===== config.mk =====
export PLATFORM = sky130hd
export DESIGN_NAME = pdgr_ctrl
export DESIGN_NICKNAME = d
export VERILOG_FILES = /design/src/sv/pdgr_pkg.sv /design/src/sv/pdgr_ctrl.sv
export SDC_FILE = /design/constraint.sdc
export NUM_CORES = 1
export LEC_CHECK = 0
export BUFFER_PORTS_ARGS = -buffer_cell sky130_fd_sc_hd__buf_2
export CAP_MARGIN = 30
export CORE_MARGIN = 2
export CORE_UTILIZATION = 34
export DETAILED_ROUTE_END_ITERATION = 12
export SYNTH_ARGS = -nofsm -noshare
export SYNTH_HDL_FRONTEND = slang
export SYNTH_SLANG_ARGS = --single-unit

===== constraint.sdc =====
create_clock -name clk -period 1.9 [get_ports clk]
set_input_delay 0.095 -clock clk [delete_from_list [all_inputs] [get_ports clk]]
set_output_delay 0.095 -clock clk [all_outputs]
set_load 0.02 [all_outputs]

===== src/sv/pdgr_pkg.sv =====
package pdgr_pkg;

  localparam int MAX_SEGMENTS = 32;

  localparam logic [1:0] CMD_LOAD  = 2'd0;
  localparam logic [1:0] CMD_QUERY = 2'd1;
  localparam logic [1:0] CMD_CLEAR = 2'd2;

  localparam logic [2:0] ST_OK     = 3'd0;
  localparam logic [2:0] ST_NOSEG  = 3'd1;
  localparam logic [2:0] ST_NODOM  = 3'd2;
  localparam logic [2:0] ST_BEYOND = 3'd3;
  localparam logic [2:0] ST_OVF    = 3'd4;

  // x / 3 == (x * RECIP3) >> 33 for every 32-bit x
  localparam logic [31:0] RECIP3 = 32'hAAAA_AAAB;

  typedef struct packed {
    logic [2:0]  status;
    logic [31:0] genomic_lo;
    logic [31:0] genomic_hi;
    logic [4:0]  segment_index;
    logic [31:0] nt_lo;
    logic [31:0] nt_hi;
    logic [30:0] aa_lo;
    logic [30:0] aa_hi;
    logic [30:0] protein_len_aa;
    logic        unclamped;
    logic        last;
  } res_t;

  typedef struct packed {
    logic cap;
    logic clr;
    logic ld_diff;
    logic ld_commit;
    logic q_calc;
    logic q_dec;
    logic walk;
    logic push_final;
  } dp_ctl_t;

  typedef struct packed {
    logic q_bad;
    logic walk_done;
    logic o_free;
  } dp_stat_t;

endpackage


===== src/sv/pdgr_ctrl.sv =====
module pdgr_ctrl (
  input  logic               clk,
  input  logic               rst,
  input  logic               in_valid,
  output logic               in_ready,
  input  logic [1:0]         cmd,
  input  pdgr_pkg::dp_stat_t st,
  output pdgr_pkg::dp_ctl_t  ctl
);

  typedef enum logic [7:0] {
    S_IDLE  = 8'b0000_0001,
    S_LOAD1 = 8'b0000_0010,
    S_LOAD2 = 8'b0000_0100,
    S_QCALC = 8'b0000_1000,
    S_QDEC  = 8'b0001_0000,
    S_STAT  = 8'b0010_0000,
    S_WALK  = 8'b0100_0000,
    S_FIN   = 8'b1000_0000
  } state_t;

  state_t state, state_next;

  always_ff @(posedge clk) begin
    if (rst) begin
      state <= S_IDLE;
    end else begin
      state <= state_next;
    end
  end

  always_comb begin
    state_next = state;
    ctl        = '0;
    in_ready   = 1'b0;
    unique case (state)
      S_IDLE: begin
        in_ready = 1'b1;
        if (in_valid) begin
          ctl.cap = 1'b1;
          unique case (cmd)
            pdgr_pkg::CMD_LOAD:  state_next = S_LOAD1;
            pdgr_pkg::CMD_QUERY: state_next = S_QCALC;
            pdgr_pkg::CMD_CLEAR: ctl.clr = 1'b1;
            default:             state_next = S_IDLE;
          endcase
        end
      end
      S_LOAD1: begin
        ctl.ld_diff = 1'b1;
        state_next  = S_LOAD2;
      end
      S_LOAD2: begin
        ctl.ld_commit = 1'b1;
        state_next    = S_IDLE;
      end
      S_QCALC: begin
        ctl.q_calc = 1'b1;
        state_next = S_QDEC;
      end
      S_QDEC: begin
        ctl.q_dec  = 1'b1;
        state_next = st.q_bad ? S_STAT : S_WALK;
      end
      S_STAT: begin
        if (st.o_free) begin
          ctl.push_final = 1'b1;
          state_next     = S_IDLE;
        end
      end
      S_WALK: begin
        ctl.walk = 1'b1;
        if (st.walk_done) begin
          state_next = S_FIN;
        end
      end
      S_FIN: begin
        if (st.o_free) begin
          ctl.push_final = 1'b1;
          state_next     = S_IDLE;
        end
      end
      default: state_next = S_IDLE;
    endcase
  end

endmodule


**Word-level counts from Yosys, hierarchy flattened**

Cells that the tools add are included.

- Register bits after elaboration: 8
- Latch bits: 0
- Memory bits (writable): 0
- Bits in read-only memories: 0
- Bits of input ports: 8
- Output and inout port bits: 9
- Word-level logic and storage cells: 35
- Memories kept: 0

- Add/subtract/negate cells: 0
- Multipliers: 0
- Divide/modulo/power cells: 0
- $lt $le $gt $ge: 0
- Eq/ne operators: 14
- Shift operators: 0
- Muxes and demuxes: 17
- Bitwise logic cells: 0
- Reduce and logical (&&, ||, !) cells: 3

Operators by type and width:

| operator | number |
|---|---|
| 8-bit case mux with 6 select lines | 1 |
| 8-bit two-way mux | 3 |
| 8-bit case mux with 3 select lines | 1 |
| 1-bit two-way mux | 9 |
| 8-bit by 1-bit == test with 1-bit output (second input constant) | 1 |
| 8-bit by 2-bit == test with 1-bit output (second input constant) | 1 |
| 8-bit by 3-bit == test with 1-bit output (second input constant) | 1 |
| 8-bit by 4-bit == test with 1-bit output (second input constant) | 1 |
| 8-bit by 5-bit == test with 1-bit output (second input constant) | 1 |
| 8-bit by 6-bit == test with 1-bit output (second input constant) | 1 |
| 8-bit by 7-bit == test with 1-bit output (second input constant) | 1 |
| 8-bit == test (second input constant) | 1 |
| 7-bit two-way mux | 1 |
| 2-bit inequality test (second input constant) | 3 |
| 2-bit two-way mux | 2 |
| 4-bit AND reduction | 1 |
| 2-bit by 1-bit == test with 1-bit output (second input constant) | 1 |
| 2-bit == test (second input constant) | 1 |
| 2-bit logical NOT | 1 |
| 2-bit by 1-bit inequality test with 1-bit output (second input constant) | 1 |
| 2-bit OR reduction | 1 |

**Depth between registers and ports, before layout**

- Depth in word-level cells: 4
- Gate-level depth with buffers: 5
- Gate-level depth less buffers: 4

**Worst setup path after synthesis**

OpenSTA, ideal clock, no wires.

- Path kind: reg2reg
- Start point: register state[2]
- End point: register state[7]
- Setup time: 70 ps
- Data arrival time: 2085 ps
- Data required time: 1830 ps
- Setup slack: -256 ps
- Cell stages (with the launch flop): 5
- Buffers on the path: 0
- Period minus slack after synthesis: 2156 ps
- Path through: dfxtp_1 > nor4_1 > nor4b_1 > nand4b_1 > a21oi_1

- Cells in the longest elaborated chain, start to end: 4
- Elaborated cells between the ends (all ways): 14
- Those cells by class: 11 x eq/ne; 1 x mux; 2 x reduce/logical

RTL lines:

| item | line | text |
|---|---|---|
| start: declaration | pdgr_ctrl.sv:22 | `state_t state, state_next;` |
| start signal: assignment | pdgr_ctrl.sv:28 | `state <= state_next;` |
| 8-bit == test / 8-bit by 6-bit == test with 1-bit output (equally long branches) | pdgr_ctrl.sv:36 | `unique case (state)` |
| 2-bit OR reduction (no line) | - |  |
| 2-bit by 1-bit inequality test with 1-bit output (no line) | - |  |
| 4-bit AND reduction (no line) | - |  |

Parallel ways exist; a longest one is shown, timed or not.
A chain may end at the register's enable or synchronous reset.

==> impl_metrics.toml <==
[status]
run_status = "finished, violations left"
violations = "setup timing"

[setup_path]
cp.arrival_ns = 1.92
cp_data_required_time_ns = 1.80
crit_fanout = 2
critPathSlowestCell = "or4_4"
slowest_delay_ns = 0.53
critPathCaptureType = "output pin"
crit_type = "reg -> out"
startpoint_type = "register"
crit_chain = "or4_4, or4_4, buf_6, nor2_4, buf_6"

[grt]
grt_pass1_wl_microns = 2235
grt-ovfl-total = 0
grt_pass1_vias = 544
grt_max_degree = 10
antenna_found_initial = 0
grt.total_usage_pct = 16.14

[pwr]
power_mw = 0.3962
ir_drop_v = 0.0003495
power.density_nw_per_um2 = 534.0
leakage_nw = 0.3606

[clock_tree]
cts_made_buffers = 3
clkLatencyLatePin_ns = 0.25
clock_sinks = 8
cts-hold-fix-buffers = 0
path_clk_slew_ns = 0.05
cts_buffer_depth = 2
cts_tree = "built"
cts_root_buf = "clkbuf_4"
cts_max_level = 1

[detailed_routing]
avgViaCountPerCell = 5.453
routed_wl_microns = 1354
routedWlPerCell_microns = 12.77
num_vias = 578
drt_iter0_markers = 4
ant_nets = 0
drc = 0
first_pass_iters = 3

[yosys]
yosys-top-cells-area = "dfxtp_1, nand2b_1, nand4b_1"
ys_seq_elements = 8
ys_types = 29
yosysTopAreaCell = "dfxtp_1"
avgSynthCellArea_sq_um = 8.239
netlist_instances = 65
yosysWarnings = 0
seq_area_frac_synth_pct = 29.91
synth_top_cell_area_share_pct = 29.91
synth_nets = 73
mappedNetlistArea_sq_um = 535.5

[final_layout]
largest_register = "state"
fin_nets = 100
largest_reg_flops = 8
fin_util_pct = 49.83
antenna_cells = 0
drive_gt1_share_pct = 41.11
syn_to_final_growth_pct = 38.55
reg_top3 = "state x8"

[placement]
dpl.hpwl_microns = 1055
portBuffers = 16
pre_cts_ws_ns = -0.05007
gp_congestion = 0.7767

[floorplanning]
core_sq_um = 1489
die-area_sq_um = 1908
rows = 14
die_y_microns = 43.69
die_w_microns = 43.69
initial_core_util_pct = 35.97
io_pins = 17

[timing]
period_needed_ns = 2.014
setup_slack_ns = -0.1138
timing.hold.ws_ns = 0.02084
rsz0062_at_grt = "yes"
finalSetupViolCount = 3
hold_viol = 0
fin_worst_skew_ns = 0.001152
slew_viol_final = 0
relSlewSlack_pct = 77.40
fin_crit_sh_pct = 106.0
max_slew.worst_pin.slew_ns = 0.3362
fmax_mhz = 496.6

[hold_path]
hp-class = "in -> reg"

[run]
cap_violations = 0
[synthesized netlist by cell type, drive strengths merged]
library cell / count
or2: 2
a21oi: 2
o21ai: 2
nand2: 2
o32a: 1
and3: 2
or4: 2
buf: 2
nand3: 2
and4: 1
nor2: 6
nor4: 4
o31ai: 1
dfxtp: 8
xor2: 1
nor3: 3
nand4b: 3
o311ai: 1
a2111oi: 1
inv: 6
o32ai: 1
nand2b: 6
nor4b: 3
and4b: 1
xnor2: 1
nor3b: 1
[critical path, delay by kind of cell (launching register included)]
kind | cells | cell delay, ns
buffers and inverters | 2 | 0.26
DFF | 1 | 0.31
and+or+nand+nor | 3 | 1.10
[where the power goes]
group / internal (mW) / switching, mW
sequential: 0.172 / 0.00336
clock: 0.0721 / 0.0552
combinational: 0.0458 / 0.0480
total: 0.290 / 0.107
[area by class of cell]
| cell class | instances | area, sq um |
|---|---|---|
| fillers | 149 | 747.0 |
| inverters | 6 | 22.52 |
| multi-input cells | 49 | 357.8 |
| repair buffers | 24 | 156.4 |
| flip-flops and latches | 8 | 162.7 |
| clock buffers | 3 | 22.52 |
| well taps | 16 | 20.02 |
[cells in the final DEF (no fill, tap or decap), types with 3 or more instances in the layout]
cell type,n
buf_2,14
buf_4,7
nand2b_1,6
inv_1,6
dfxtp_1,6
nor2_1,5
nor4_1,3
nand4b_1,3
nor3_1,3
clkbuf_4,3
buf_6,3
[worst paths after layout]
check | start | end | slack, ns | cells after the start
min | cmd[0] | state[1] | 0.02 | 2
max reg2reg | state[5] | state[3] | -0.01 | 4
max | state[5] | ctl[6] | -0.11 | 5
min reg2reg | state[3] | state[4] | 0.58 | 2
[cell families (layout without fill, tap and decap cells)]
kind of cell / count (synthesis) / after routing / share of synthesized area (%)
XOR/XNOR: 2 / 2 / 3.272
AO/OA/AOI/OAI: 9 / 9 / 13.08
AND/OR/NAND/NOR: 38 / 38 / 46.73
flip-flops: 8 / 8 / 29.91
buffers and inverters: 8 / 33 / 7.008
[stage by stage]
| step | instances | area (sq um) | setup TNS [ns] |
|---|---|---|---|
| after floorplan | 65 | 544.3 | -0.04370 |
| after global placement | 103 | 689.4 | 0 |
| after detailed placement | 103 | 689.4 | -0.05496 |
| after CTS | 106 | 735.7 | -0.2330 |
| after global routing | 106 | 742.0 | -0.4050 |
| final | 106 | 742.0 | -0.2121 |
[metal layers]
| metal | share of wire (%) | vias to the layer above | track usage, % |
|---|---|---|---|
| met1 | 44 | 261 | 16.62 |
| met3 | 5.0 | 5 | 3.750 |
| met2 | 48 | 19 | 27.65 |
| li1 | - | 293 | - |
| met5 | 0 | - | 0 |
| met4 | 3.4 | 0 | 12.73 |
[what timing repair did]
item	in CTS	in global routing
gates cloned	0	0
setup endpoints to repair	4	6
pin swaps	3	0
resized for setup	7	1
setup buffers	0	0
No activity file was read; power rests on OpenSTA's default activity.
